File: config.mk
export PLATFORM = sky130hd
export DESIGN_NAME = tft_rect_fill_sequencer
export DESIGN_NICKNAME = d
export VERILOG_FILES = /design/src/design/trfs_pkg.sv /design/src/design/trfs_window.sv /design/src/design/trfs_sequencer.sv /design/src/design/tft_rect_fill_sequencer.sv
export SDC_FILE = /design/constraint.sdc
export NUM_CORES = 1
export LEC_CHECK = 0
export BUFFER_PORTS_ARGS = -buffer_cell sky130_fd_sc_hd__buf_2
export CAP_MARGIN = 20
export CORE_MARGIN = 10
export CORE_UTILIZATION = 61
export DETAILED_ROUTE_END_ITERATION = 6
export HOLD_SLACK_MARGIN = 0.12
export PLACE_DENSITY = 0.91
export SLEW_MARGIN = 10
export SYNTH_ARGS = -nofsm -noshare
export SYNTH_HDL_FRONTEND = slang
export SYNTH_SLANG_ARGS = --single-unit
File: constraint.sdc
create_clock -name clock -period 7.46 [get_ports clock]
set_input_delay 0 -clock clock [delete_from_list [all_inputs] [get_ports clock]]
set_output_delay 0 -clock clock [all_outputs]
set_load 0.05 [all_outputs]
File: src/design/trfs_pkg.sv
// Shared types and constants for the TFT rectangle-fill sequencer.
// Holds the request and response payload structs and the panel command codes.
// Has no dependencies.
`default_nettype none
package trfs_pkg;

   localparam int unsigned COORD_W  = 9;
   localparam int unsigned OFFSET_W = 8;
   localparam int unsigned BOUND_W  = 10;
   localparam int unsigned COLOR_W  = 16;
   localparam int unsigned COUNT_W  = 18;
   localparam int unsigned PHASE_W  = 4;

   localparam logic [7:0] CMD_COLUMN_SET   = 8'h2A;
   localparam logic [7:0] CMD_ROW_SET      = 8'h2B;
   localparam logic [7:0] CMD_MEMORY_WRITE = 8'h2C;

   localparam logic MODE_FILL = 1'b0;
   localparam logic MODE_TICK = 1'b1;

   localparam logic REG_COLUMN_OFFSET = 1'b0;
   localparam logic REG_ROW_OFFSET    = 1'b1;

   typedef struct packed {
      logic               mode;
      logic [COORD_W-1:0] x_start;
      logic [COORD_W-1:0] y_start;
      logic [COORD_W-1:0] rect_width;
      logic [COORD_W-1:0] rect_height;
      logic [COLOR_W-1:0] fill_color;
   } req_type;

   typedef struct packed {
      logic [7:0] link_byte;
      logic       is_data;
      logic       frame_end;
      logic       last;
   } rsp_type;

   typedef struct packed {
      logic               ok;
      logic [BOUND_W-1:0] col_start;
      logic [BOUND_W-1:0] col_end;
      logic [BOUND_W-1:0] row_start;
      logic [BOUND_W-1:0] row_end;
      logic [COUNT_W-1:0] pixel_count;
   } win_type;

endpackage
`default_nettype wire

File: src/design/trfs_window.sv
// Window setup logic: validates a fill request, clips it to the panel and
// adds the offsets to form the window bounds and the pixel count.
// Depends on trfs_pkg.
`default_nettype none
module trfs_window #(
   parameter int unsigned PANEL_WIDTH  = 128,
   parameter int unsigned PANEL_HEIGHT = 160
) (
   input  var trfs_pkg::req_type                    req,
   input  var logic [trfs_pkg::OFFSET_W-1:0]        column_offset,
   input  var logic [trfs_pkg::OFFSET_W-1:0]        row_offset,
   output var trfs_pkg::win_type                    win
);
   import trfs_pkg::*;

   localparam logic [COORD_W:0] PanelW = (COORD_W+1)'(PANEL_WIDTH);
   localparam logic [COORD_W:0] PanelH = (COORD_W+1)'(PANEL_HEIGHT);

   logic [COORD_W:0]   x_ext;
   logic [COORD_W:0]   y_ext;
   logic [COORD_W:0]   x_sum;
   logic [COORD_W:0]   y_sum;
   logic [COORD_W-1:0] w_clip;
   logic [COORD_W-1:0] h_clip;

   always_comb begin
      x_ext = {1'b0, req.x_start};
      y_ext = {1'b0, req.y_start};
      x_sum = x_ext + {1'b0, req.rect_width};
      y_sum = y_ext + {1'b0, req.rect_height};
      w_clip = (x_sum > PanelW) ? COORD_W'(PanelW - x_ext) : req.rect_width;
      h_clip = (y_sum > PanelH) ? COORD_W'(PanelH - y_ext) : req.rect_height;

      win.ok = (req.rect_width != '0) && (req.rect_height != '0)
               && (x_ext < PanelW) && (y_ext < PanelH);
      win.col_start = BOUND_W'(req.x_start) + BOUND_W'(column_offset);
      win.col_end   = win.col_start + BOUND_W'(w_clip) - BOUND_W'(1);
      win.row_start = BOUND_W'(req.y_start) + BOUND_W'(row_offset);
      win.row_end   = win.row_start + BOUND_W'(h_clip) - BOUND_W'(1);
      win.pixel_count = COUNT_W'(w_clip) * COUNT_W'(h_clip);
   end

endmodule
`default_nettype wire

File: src/design/trfs_sequencer.sv
// Byte sequencer: holds the window, color and progress of the current fill
// and produces one link byte for every tick while a fill is in progress.
// Depends on trfs_pkg.
`default_nettype none
module trfs_sequencer (
   input  var logic                 clock,
   input  var logic                 reset,
   input  var logic                 req_fire,
   input  var trfs_pkg::req_type    req,
   input  var trfs_pkg::win_type    win,
   output var logic                 rsp_produce,
   output var trfs_pkg::rsp_type    rsp
);
   import trfs_pkg::*;

   localparam logic [PHASE_W-1:0] PH_COL_CMD = 4'd0;
   localparam logic [PHASE_W-1:0] PH_COL_SH  = 4'd1;
   localparam logic [PHASE_W-1:0] PH_COL_SL  = 4'd2;
   localparam logic [PHASE_W-1:0] PH_COL_EH  = 4'd3;
   localparam logic [PHASE_W-1:0] PH_COL_EL  = 4'd4;
   localparam logic [PHASE_W-1:0] PH_ROW_CMD = 4'd5;
   localparam logic [PHASE_W-1:0] PH_ROW_SH  = 4'd6;
   localparam logic [PHASE_W-1:0] PH_ROW_SL  = 4'd7;
   localparam logic [PHASE_W-1:0] PH_ROW_EH  = 4'd8;
   localparam logic [PHASE_W-1:0] PH_ROW_EL  = 4'd9;
   localparam logic [PHASE_W-1:0] PH_MEM_CMD = 4'd10;
   localparam logic [PHASE_W-1:0] PH_PIXELS  = 4'd11;

   logic                 active_ff, active_in;
   logic [PHASE_W-1:0]   phase_ff, phase_in;
   logic [COUNT_W-1:0]   pixels_left_ff, pixels_left_in;
   logic                 low_half_ff, low_half_in;
   logic [BOUND_W-1:0]   col_start_ff, col_end_ff, row_start_ff, row_end_ff;
   logic [COLOR_W-1:0]   color_ff;
   logic                 load;
   logic                 tick;
   logic [COUNT_W-1:0]   pixels_dec;
   logic                 done;

   function automatic logic [7:0] hi_byte(input logic [BOUND_W-1:0] v);
      hi_byte = 8'(v >> 8);
   endfunction

   always_comb begin
      load = req_fire && (req.mode == MODE_FILL) && !active_ff && win.ok;
      tick = req_fire && (req.mode == MODE_TICK) && active_ff;
      pixels_dec = pixels_left_ff - COUNT_W'(1);
      done = (pixels_dec == '0);

      active_in      = active_ff;
      phase_in       = phase_ff;
      pixels_left_in = pixels_left_ff;
      low_half_in    = low_half_ff;
      rsp_produce    = tick;
      rsp.link_byte  = '0;
      rsp.is_data    = 1'b1;
      rsp.frame_end  = 1'b0;
      rsp.last       = 1'b0;

      case (phase_ff)
         PH_COL_CMD: begin
            rsp.link_byte = CMD_COLUMN_SET;
            rsp.is_data   = 1'b0;
         end
         PH_COL_SH: rsp.link_byte = hi_byte(col_start_ff);
         PH_COL_SL: rsp.link_byte = col_start_ff[7:0];
         PH_COL_EH: rsp.link_byte = hi_byte(col_end_ff);
         PH_COL_EL: begin
            rsp.link_byte = col_end_ff[7:0];
            rsp.frame_end = 1'b1;
         end
         PH_ROW_CMD: begin
            rsp.link_byte = CMD_ROW_SET;
            rsp.is_data   = 1'b0;
         end
         PH_ROW_SH: rsp.link_byte = hi_byte(row_start_ff);
         PH_ROW_SL: rsp.link_byte = row_start_ff[7:0];
         PH_ROW_EH: rsp.link_byte = hi_byte(row_end_ff);
         PH_ROW_EL: begin
            rsp.link_byte = row_end_ff[7:0];
            rsp.frame_end = 1'b1;
         end
         PH_MEM_CMD: begin
            rsp.link_byte = CMD_MEMORY_WRITE;
            rsp.is_data   = 1'b0;
            rsp.frame_end = 1'b1;
         end
         default: begin
            if (!low_half_ff) begin
               rsp.link_byte = color_ff[15:8];
            end else begin
               rsp.link_byte = color_ff[7:0];
               rsp.frame_end = done;
               rsp.last      = done;
            end
         end
      endcase

      if (tick) begin
         if (phase_ff < PH_PIXELS) begin
            phase_in = phase_ff + PHASE_W'(1);
         end else if (!low_half_ff) begin
            low_half_in = 1'b1;
         end else begin
            low_half_in    = 1'b0;
            pixels_left_in = pixels_dec;
            if (done) begin
               active_in = 1'b0;
               phase_in  = PH_COL_CMD;
            end
         end
      end

      if (load) begin
         active_in      = 1'b1;
         phase_in       = PH_COL_CMD;
         pixels_left_in = win.pixel_count;
         low_half_in    = 1'b0;
      end
   end

   always_ff @(posedge clock) begin
      if (reset) begin
         active_ff      <= 1'b0;
         phase_ff       <= PH_COL_CMD;
         pixels_left_ff <= '0;
         low_half_ff    <= 1'b0;
      end else begin
         active_ff      <= active_in;
         phase_ff       <= phase_in;
         pixels_left_ff <= pixels_left_in;
         low_half_ff    <= low_half_in;
      end
   end

   always_ff @(posedge clock) begin
      if (load) begin
         col_start_ff <= win.col_start;
         col_end_ff   <= win.col_end;
         row_start_ff <= win.row_start;
         row_end_ff   <= win.row_end;
         color_ff     <= req.fill_color;
      end
   end

endmodule
`default_nettype wire

File: src/design/tft_rect_fill_sequencer.sv
// Top level of the TFT rectangle-fill sequencer: offset registers,
// request/response handshake and the response register.
// Depends on trfs_pkg, trfs_window and trfs_sequencer.
//
// Usage:
//   A request with mode 0 starts a fill: it carries the rectangle and the
//   color. It is dropped if the block is busy, if width or height is zero,
//   or if the start lies outside the panel. A request with mode 1 is one
//   byte-slot tick; while a fill is in progress each tick yields exactly one
//   response (link byte, data/command flag, frame end, last). Ticks while
//   idle yield nothing.
//   The response for a tick is valid in the cycle after the tick is
//   accepted. One request can be accepted per cycle while the receiver
//   takes responses. A stalled receiver holds the response register;
//   req_ready then drops until the response is taken. Offsets are
//   written on csr_we, index 0 for the column offset and 1 for the row
//   offset; the user writes them only while the block is idle, which the
//   block itself does not enforce. Reset clears the offsets, ends any
//   fill and empties the response register.
`default_nettype none
module tft_rect_fill_sequencer #(
   parameter int unsigned PANEL_WIDTH  = 128,
   parameter int unsigned PANEL_HEIGHT = 160
) (
   input  var logic                           clock,
   input  var logic                           reset,
   input  var logic                           req_valid,
   output var logic                           req_ready,
   input  var trfs_pkg::req_type              req_data,
   output var logic                           rsp_valid,
   input  var logic                           rsp_ready,
   output var trfs_pkg::rsp_type              rsp_data,
   input  var logic                           csr_we,
   input  var logic                           csr_index,
   input  var logic [trfs_pkg::OFFSET_W-1:0]  csr_wdata
);
   import trfs_pkg::*;

   logic [OFFSET_W-1:0] column_offset_ff, column_offset_in;
   logic [OFFSET_W-1:0] row_offset_ff, row_offset_in;
   logic                rsp_valid_ff, rsp_valid_in;
   rsp_type             rsp_data_ff;
   logic                req_fire;
   logic                rsp_produce;
   rsp_type             rsp_next;
   win_type             win;

   assign req_ready = !rsp_valid_ff || rsp_ready;
   assign req_fire  = req_valid && req_ready;
   assign rsp_valid = rsp_valid_ff;
   assign rsp_data  = rsp_data_ff;

   trfs_window #(
      .PANEL_WIDTH  (PANEL_WIDTH),
      .PANEL_HEIGHT (PANEL_HEIGHT)
   ) u_window (
      .req           (req_data),
      .column_offset (column_offset_ff),
      .row_offset    (row_offset_ff),
      .win           (win)
   );

   trfs_sequencer u_sequencer (
      .clock       (clock),
      .reset       (reset),
      .req_fire    (req_fire),
      .req         (req_data),
      .win         (win),
      .rsp_produce (rsp_produce),
      .rsp         (rsp_next)
   );

   always_comb begin
      column_offset_in = column_offset_ff;
      row_offset_in    = row_offset_ff;
      if (csr_we) begin
         case (csr_index)
            REG_COLUMN_OFFSET: column_offset_in = csr_wdata;
            REG_ROW_OFFSET:    row_offset_in    = csr_wdata;
            default:           column_offset_in = column_offset_ff;
         endcase
      end

      if (req_fire) begin
         rsp_valid_in = rsp_produce;
      end else if (rsp_ready) begin
         rsp_valid_in = 1'b0;
      end else begin
         rsp_valid_in = rsp_valid_ff;
      end
   end

   always_ff @(posedge clock) begin
      if (reset) begin
         column_offset_ff <= '0;
         row_offset_ff    <= '0;
         rsp_valid_ff     <= 1'b0;
      end else begin
         column_offset_ff <= column_offset_in;
         row_offset_ff    <= row_offset_in;
         rsp_valid_ff     <= rsp_valid_in;
      end
   end

   always_ff @(posedge clock) begin
      if (req_fire && rsp_produce) begin
         rsp_data_ff <= rsp_next;
      end
   end

endmodule
`default_nettype wire

-- After elaboration in Yosys (flattened, before gate mapping)
Cells that the tools add are included.
- register bits after elaboration: 108
- output and inout bits: 13
- logic and storage cells: 105
- add/sub/neg operators: 12
- multiply operators: 1
- order comparisons: 5
- eq/ne operators: 11
- multiplexer cells: 22
- bitwise gates (word level): 4
- reduce and logical (&&, ||, !) cells: 34
- operators with widths (kind ; count):
    8-bit case mux with 11 select lines ; 1
    18-bit two-way mux ; 4
    10-bit by 9-bit adder with 10-bit output ; 2
    9-bit by 8-bit adder with 10-bit output ; 2
    9-bit by 9-bit adder with 10-bit output ; 2
    10-bit by 8-bit greater-than comparator with 1-bit output, second input constant ; 2
    10-bit by 1-bit subtractor with 10-bit output, second input constant ; 2
    18-bit zero test ; 1
    9-bit by 8-bit < comparator with 1-bit output, second input constant ; 2
    9-bit by 9-bit multiplier with 18-bit output ; 1
    9-bit two-way mux ; 2
    9-bit nonzero test ; 2
    18-bit by 1-bit subtractor with 18-bit output, second input constant ; 1
    8-bit by 9-bit subtractor with 9-bit output, first input constant ; 2
    4-bit by 3-bit equality test with 1-bit output, second input constant ; 4
    4-bit equality test, second input constant ; 3
    4-bit two-way mux ; 3
    2-bit nonzero test ; 6
    12-bit OR reduction ; 1
    1-bit logical AND ; 10
    1-bit two-way mux ; 9
    4-bit by 2-bit equality test with 1-bit output, second input constant ; 2
    8-bit two-way mux ; 1
    8-bit OR reduction ; 1
    other kinds (15) ; 23

-- Logic depth before layout (Yosys ltp)
Gate-level depths: netlist (run 1).
- depth after elaboration: 8
- depth in mapped cells: 29

-- Hierarchy
Synthesis (run 1) repeated with hierarchy kept, for this count alone.
- cell total of the unflattened synthesis: 1125
- area, all modules: 10462.5 µm²
- modules (own cells, without submodules) (module ; instances ; cells an instance ; area each (µm²) ; seq. area each (µm²)):
    trfs_window ; 1 ; 689 ; 5474.0 ; 0.0
    trfs_sequencer ; 1 ; 355 ; 3886.2 ; 2162.1
    tft_rect_fill_sequencer ; 1 ; 81 ; 1102.3 ; 670.6

-- Least setup slack after synthesis (run 1)
No wires, ideal clock.
- path kind: input to register
- start point: input req_data[16] in the netlist's numbering
- end point: register u_sequencer.pixels_left_ff[12]
- data arrival time: 5.951 ns
- data required time: 7.374 ns
- slack: 1.423 ns
- cell stages on the path: 25
- buffers on the path: 0
- cells stage by stage: ha_1 > inv_1 > fa_1 > or2b_1 > a32oi_1 > a211oi_1 > a211oi_1 > o21ai_1 > a21oi_4 > mux2i_1 > or2_1 > fa_1 > fa_1 > inv_1 > fa_1 > inv_1 > fa_1 > inv_1 > ha_1 > a21boi_0 > o21ai_0 > nor2b_1 > o21a_1 > o22ai_1 > a211oi_1
- longest elaborated chain between the ends: 7
- elaborated cells on any way between the ends: 14
- ends and longest elaborated chain (item ; line ; text):
    from (decl) ; tft_rect_fill_sequencer.sv:29 ; input var trfs_pkg::req_type req_data,
    branches (longest 7 deep; another with 9-bit by 9-bit multiplier with 18-bit output) ; n/a ;
    to (signal assigned) ; trfs_sequencer.sv:131 ; pixels_left_ff <= pixels_left_in;
    to (decl) ; trfs_sequencer.sv:31 ; logic [COUNT_W-1:0] pixels_left_ff, pixels_left_in;
Parallel ways; which one is timed is not known.
A chain may end at the register's enable or synchronous reset.

-- Worst setup path in the final report (run 1)
- start point: input req_data[34] in the netlist's numbering
- end point: register u_sequencer.pixels_left_ff[14]
- longest elaborated chain between the ends: 5
- elaborated cells on any way between the ends: 13
- ends and longest elaborated chain (item ; line ; text):
    9-bit by 9-bit adder with 10-bit output / 9-bit by 8-bit < comparator with 1-bit output (equally long branches) ; trfs_window.sv:30, trfs_window.sv:35 ;
    10-bit by 8-bit greater-than comparator with 1-bit output / 1-bit logical AND (equally long branches) ; trfs_window.sv:32, trfs_window.sv:35 ;
    9-bit two-way mux / 1-bit logical AND (equally long branches) ; trfs_window.sv:32, trfs_sequencer.sv:45 ;
    9-bit by 9-bit multiplier with 18-bit output (tied with other cells) ; trfs_window.sv:40 ; win.pixel_count = COUNT_W'(w_clip) * COUNT_W'(h_clip);
    18-bit two-way mux / 3-bit AND reduction (equally long branches) ; n/a ;
Several ways; a longest one is shown, not always the timed one.

==> flow_summary.toml, run 1 <==
[synth]
syn-num-nets = 1350
ys_ff_latch = 108
synthMuxAreaShare = 0.02913
async_flop_share = 0
yosysWarningCount = 0
syn_area_sq_um = 10010
yosys.area_share.xor_xnor = 0.06825
ys.flop_type = "edfxtp_1"
synth.yosys.seq_area_share = 0.2830
synth_top_family_by_area = "adder cells"
synth_cells = 1113
synth_cell_types = 68
synthSimpleGateAreaFrac = 0.1588
avgSynthCellArea_sq_um = 8.993
synthAdderAreaFrac = 0.2545
synth-edff-count = 67
synth-compound-area-share = 0.1336

[clock_network]
path_clk_slew_ns = 0.07
cts_resized = 0
cts.sinks = 108
cts_tree = "built"
htree_levels = 3
clock_latency_ns = 0.36
root_buffer = "clkbuf_16"
cts_buffers = 9
cts_max_path_buffers = 2

[detailed_routing]
vias_per_cell = 5.905
routed_wl_microns = 25040
drt.antenna.violating_nets = 0
wl_per_cell_microns = 17.42
drt_iter0_markers = 762
vias = 8492
drc = 0
drt_first_pass_iters = 5

[timing]
finClkSkew_ns = 0.01387
rsz0062_at_grt = "false"
slew_violations = 0
finalSetupViolCount = 0
fin_ws_ns = 0.4511
fin_setup_tns_ns = 0
fin_crit_sh = 0.9395
slew_headroom = 0.3189
tightest_slew_ns = 1.020
period_needed_ns = 7.009
hold_viol = 0
timing.fmax_mhz = 142.7

[placed_design]
dp_cells = 1391
place_congestion = 0.9511
dp_hpwl_microns = 18880
portBuffers = 79
dp_slack_ns = 0.7745

[grt]
met2_usage = 0.3781
grt.overflow.total = 0
grt_max_degree = 64
grt_most_used_layer = "met2"
antenna_found_initial = 0
met1_usage = 0.2951
grt_pass1_vias = 8585
met3_usage = 0.03732
grt_pass1_wl_microns = 41550
grt.total_usage = 0.2289

[pwr]
clkPwrFrac = 0.156
power_density_nw_per_um2 = 285.5
power_switching_share = 0.4363
p_int_w = 0.001817
p_sw_w = 0.001407
seq_power_share = 0.213
power_frac_comb = 0.631
irDropWorstVdd_mv = 0.2450
leakage_nw = 5.090

[critical_path]
cpMostUsedCell = "fa_1"
start_kind = "input port"
crit_required_ns = 7.73
cp_max_fo = 10
startpoint = "req_data[34]"
critical_path_class = "in -> reg"
r2r-start = "column_offset_ff[0]"
slowest_stage = "mux2i_2"
max_stage_delay_ns = 0.61
worstRegToRegCells = 17
end_kind = "flip-flop"
crit_arrival_ns = 7.28

[die]
die_y_microns = 148.1
die_x_microns = 148.1
ios = 80
dieArea_sq_um = 21930
core_sq_um = 16000
rows = 46
initial_core_util = 0.6256

[run]
maxCapViolations = 0

[hold_path]
worstHoldPathType = "in -> reg"
min_path_cells = 2
min_from = "req_data[43]"

[layout]
n_antenna_cell = 0
drive_above_1_share = 0.1015
fill_cells = 1134
layout_commonest_cell = "inv_1"
nets = 1455
syn_to_final_growth_pct = 12.80
final_cells = 1438
mostFrequentLayoutCells = "163 x inv_1, 116 x nor2_1, 114 x ha_1, 79 x buf_2, 78 x a21oi_1"

[run_status]
status = "finished, final reports clean"
final timing paths:
check | endpoint | slack, ns
worst min register to register | column_offset_ff[4] | 0.47
worst max-delay path | u_sequencer.pixels_left_ff[14] | 0.45
worst max register to register | u_sequencer.col_end_ff[9] | 3.81
worst min-delay path | u_sequencer.col_start_ff[0] | 0.16
cell type report:
class                      count  area, sq um  area share
timing repair buffer         124        813.3     0.07203
multi-input combinational    811         6456      0.5718
clock buffer                   9        225.2     0.01995
clock inverter                 6        77.57    0.006871
sequential                   108         2833      0.2509
inverter                     164        615.6     0.05452
tap                          216        270.3     0.02394
per-layer routing:
layer | vias to the layer above | part of all wire
li1 | 4013 | -
met5 | - | 0
met3 | 56 | 0.082
met2 | 436 | 0.47
met4 | 0 | 0.027
met1 | 3987 | 0.42
sequential cells by signal (all words and copies together), names as in the netlist, 4 cells and up:
register	cells
u_sequencer.pixels_left_ff	18
row_offset_ff	8
u_sequencer.phase_ff	4
u_sequencer.row_start_ff	10
u_sequencer.col_start_ff	10
u_sequencer.row_end_ff	10
u_sequencer.col_end_ff	10
column_offset_ff	8
u_sequencer.color_ff	16
rsp_data	11
per-stage QoR:
step,hold WS [ns],utilization,total power (W),instance area [sq um]
after floorplan,0.09887,-,0.002237,10010
after global placement,0.1768,0.6667,0.002591,10670
after detailed placement,0.1789,0.6667,0.002677,10670
after CTS,0.1223,0.7057,0.003213,11290
after global routing,0.1417,0.7057,0.003520,11290
final,0.1625,0.7057,0.003224,11290
Yosys cell counts, types with 3 or more instances:
library cell,instances,area share
or3_1,6,0.0038
nand3b_1,9,0.0067
a211oi_1,16,0.012
nor2_1,116,0.044
a21oi_1,78,0.039
xnor2_1,55,0.048
buf_1,4,0.0015
nor3_1,32,0.016
nand4_1,8,0.0050
clkbuf_1,26,0.0097
dfxtp_1,41,0.082
nand2_1,56,0.021
or4_1,3,0.0022
a21o_1,16,0.012
or2_2,5,0.0031
a21boi_0,4,0.0030
and3_1,3,0.0019
nor4_1,10,0.0063
fa_1,56,0.11
nor2b_1,9,0.0056
inv_1,163,0.061
xor2_1,23,0.020
ha_1,114,0.14
a221oi_1,3,0.0026
o22ai_1,5,0.0031
or2_1,16,0.010
edfxtp_1,67,0.20
o21a_1,3,0.0022
nand2b_1,19,0.012
nand3_1,28,0.014
o21ai_0,22,0.011
mux2i_1,24,0.024
a22oi_1,7,0.0052
a31oi_1,10,0.0063
o21bai_1,18,0.014
power by group through the flow:
| stage | clock (W) | sequential, W | combinational (W) |
|---|---|---|---|
| 6_report | 0.000504 | 0.000686 | 0.00203 |
| 4_1_cts | 0.000510 | 0.000685 | 0.00202 |
| 2_1_floorplan | 0 | 0.000692 | 0.00154 |
| 3_5_place_dp | 0 | 0.000699 | 0.00198 |
| 3_3_place_gp | 0 | 0.000698 | 0.00189 |
| 5_1_grt | 0.000528 | 0.000687 | 0.00230 |
cells by family after synthesis:
family,after synthesis
fa+ha+maj,170
simple gates,329
flops,108
xor+xnor,78
mux,28
compound gates,206
buf+inv,194
worst max-delay path: cells and delay by family:
family | cells | cell delay [ns]
buf+inv | 6 | 0.91
fa+ha+maj | 7 | 3.03
mux | 1 | 0.61
xor+xnor | 1 | 0.16
simple gates | 3 | 0.53
compound gates | 9 | 2.01
timing repair:
item / in CTS / in global routing
hold buffers: 32 / 0
endpoints found under the hold margin: 37 / 0
setup buffers: 0 / 0
No activity file was read; power rests on OpenSTA's default activity.
==> run 2, diff against run 1 <==
BUFFER_PORTS_ARGS = -buffer_cell sky130_fd_sc_hd__buf_4   (was -buffer_cell sky130_fd_sc_hd__buf_2)
==> run 2 against run 1 <==
  * Maximum frequency is 2.4% higher
  * Clock skew is 0.00074 ns lower
  * Non-clock buffer count is 20 higher
  * Core utilization is 2.5 points higher
  * Largest cell class unchanged
  * Highest routed layer unchanged
==> flow_summary.toml, run 2 (synthesized netlist as in run 1, its figures left out) <==
[die]
rows = 46
ios = 80
initial_core_util = 0.6256
core_sq_um = 16000
die_y_microns = 148.1
die_x_microns = 148.1
dieArea_sq_um = 21930

[critical_path]
crit_required_ns = 7.73
startpoint = "req_data[34]"
end_kind = "flip-flop"
crit_arrival_ns = 7.12
start_kind = "input port"
critical_path_class = "in -> reg"
cp_max_fo = 10
r2r-start = "column_offset_ff[0]"
max_stage_delay_ns = 0.53
slowest_stage = "dlygate4sd3_1"

[layout]
nets = 1475
syn_to_final_growth_pct = 16.80
multi_input_area_sq_um = 6456
fill_cells = 1055
largest_reg_flops = 18
drive_above_1_share = 0.1054
mostFrequentLayoutCells = "163 x inv_1, 116 x nor2_1, 114 x ha_1, 98 x buf_4, 78 x a21oi_1"
layout_commonest_cell = "inv_1"
n_antenna_cell = 0
seq_area_sq_um = 2833
top_register = "u_sequencer.pixels_left_ff"

[placed_design]
place_congestion = 0.9082
portBuffers = 79
dp_hpwl_microns = 19360

[detailed_routing]
vias_per_cell = 6.050
vias = 8827
drt_iter0_markers = 809
drc = 0
wl_met1_microns = 10410
wl_met3_microns = 2201
top_layer = "met4"
drt.antenna.violating_nets = 0
drt_first_pass_iters = 6
routed_wl_microns = 27060
wl_per_cell_microns = 18.55
met2WireLength_microns = 13300

[pwr]
clkPwrFrac = 0.155
leakage_nw = 5.261
power_density_nw_per_um2 = 281.0
power_frac_comb = 0.636
p_int_w = 0.001842
power_switching_share = 0.4392
seq_power_share = 0.209
p_sw_w = 0.001443
irDropWorstVdd_mv = 0.2488

[hold_path]
worstHoldPathType = "in -> reg"
min_from = "req_data[44]"

[timing]
tightest_slew_ns = 0.9504
finClkSkew_ns = 0.01313
slew_violations = 0
fin_crit_sh = 0.9175
rsz0062_at_grt = "false"
slew_headroom = 0.3656
fin_setup_tns_ns = 0
period_needed_ns = 6.844
finalSetupViolCount = 0
timing.fmax_mhz = 146.1
holdWs_ns = 0.2039
hold_viol = 0

[clock_network]
cts_tree = "built"
root_buffer = "clkbuf_16"
htree_levels = 3
cts_buffers = 9
cts.sinks = 108
postCtsSetupBuffers = 0
path_clk_slew_ns = 0.08
clock_latency_ns = 0.36
cts_max_path_buffers = 2

[grt]
grt_pass1_vias = 9059
grt.total_usage = 0.2440
grt_pass1_wl_microns = 43960
grt_max_degree = 64
grt.overflow.total = 0
antenna_found_initial = 0

[run_status]
status = "finished, final reports clean"

[run]
maxCapViolations = 0
[run 2: cell count changes in the layout (fill, tap and decap cells not counted)]
cell	delta
clkinv_8	+1
clkinvlp_4	-1
buf_2	-79
buf_4	+85
dlygate4sd3_1	+14
clkinv_4	+1
[run 2: per-stage QoR]
stage                     std cells  setup WS (ns)  total power (W)  utilization  area (sq um)
final                          1459         0.6156         0.003285       0.7307         11690
after global routing           1459         0.2668         0.003579       0.7307         11690
after CTS                      1459         0.6885         0.003259       0.7307         11690
after detailed placement       1397         0.9103         0.002691       0.6819         10910
after global placement         1397          1.032         0.002627       0.6819         10910
after floorplan                1113          1.423         0.002237            -         10010
[run 2: per-layer routing]
| metal | vias to the layer above | GRT usage |
|---|---|---|
| met5 | - | 0 |
| met4 | 0 | 0.1209 |
| met3 | 107 | 0.04885 |
| met2 | 500 | 0.4206 |
| met1 | 4162 | 0.2832 |
| li1 | 4058 | - |
[run 2: cell type report]
| type | count | area share |
|---|---|---|
| Tap cell | 216 | 0.02312 |
| Clock inverter | 7 | 0.008134 |
| Sequential cell | 108 | 0.2423 |
| Multi-Input combinational cell | 811 | 0.5522 |
| Clock buffer | 9 | 0.01926 |
| Inverter | 164 | 0.05265 |
| Timing Repair Buffer | 144 | 0.1023 |
[run 2: what timing repair did]
action,in CTS,in global routing
resized for setup,0,0
endpoints found under the hold margin,45,0
hold buffers,46,0
[run 2: critical path, delay by kind of cell]
kind	cells	cell delay, ns
multiplexers	1	0.15
adder cells (fa/ha/maj)	7	2.70
AND/OR/NAND/NOR	4	0.75
buffers and inverters	7	1.08
AO/OA/AOI/OAI	11	2.38
[run 2: path summary, 6_finish.rpt]
check	end	slack (ns)	cells past startpoint
worst max register to register	u_sequencer.col_end_ff[9]	3.70	17
worst min-delay path	u_sequencer.col_start_ff[1]	0.20	2
worst max-delay path	u_sequencer.pixels_left_ff[16]	0.62	30
worst min register to register	column_offset_ff[0]	0.47	2
[run 2: power groups by stage]
stage / Combinational [W] / Sequential (W) / Clock [W]
CTS: 0.00206 / 0.000685 / 0.000513
global placement: 0.00193 / 0.000698 / 0
finish: 0.00209 / 0.000686 / 0.000510
global route: 0.00236 / 0.000687 / 0.000533
floorplan: 0.00154 / 0.000692 / 0
detailed placement: 0.00199 / 0.000698 / 0
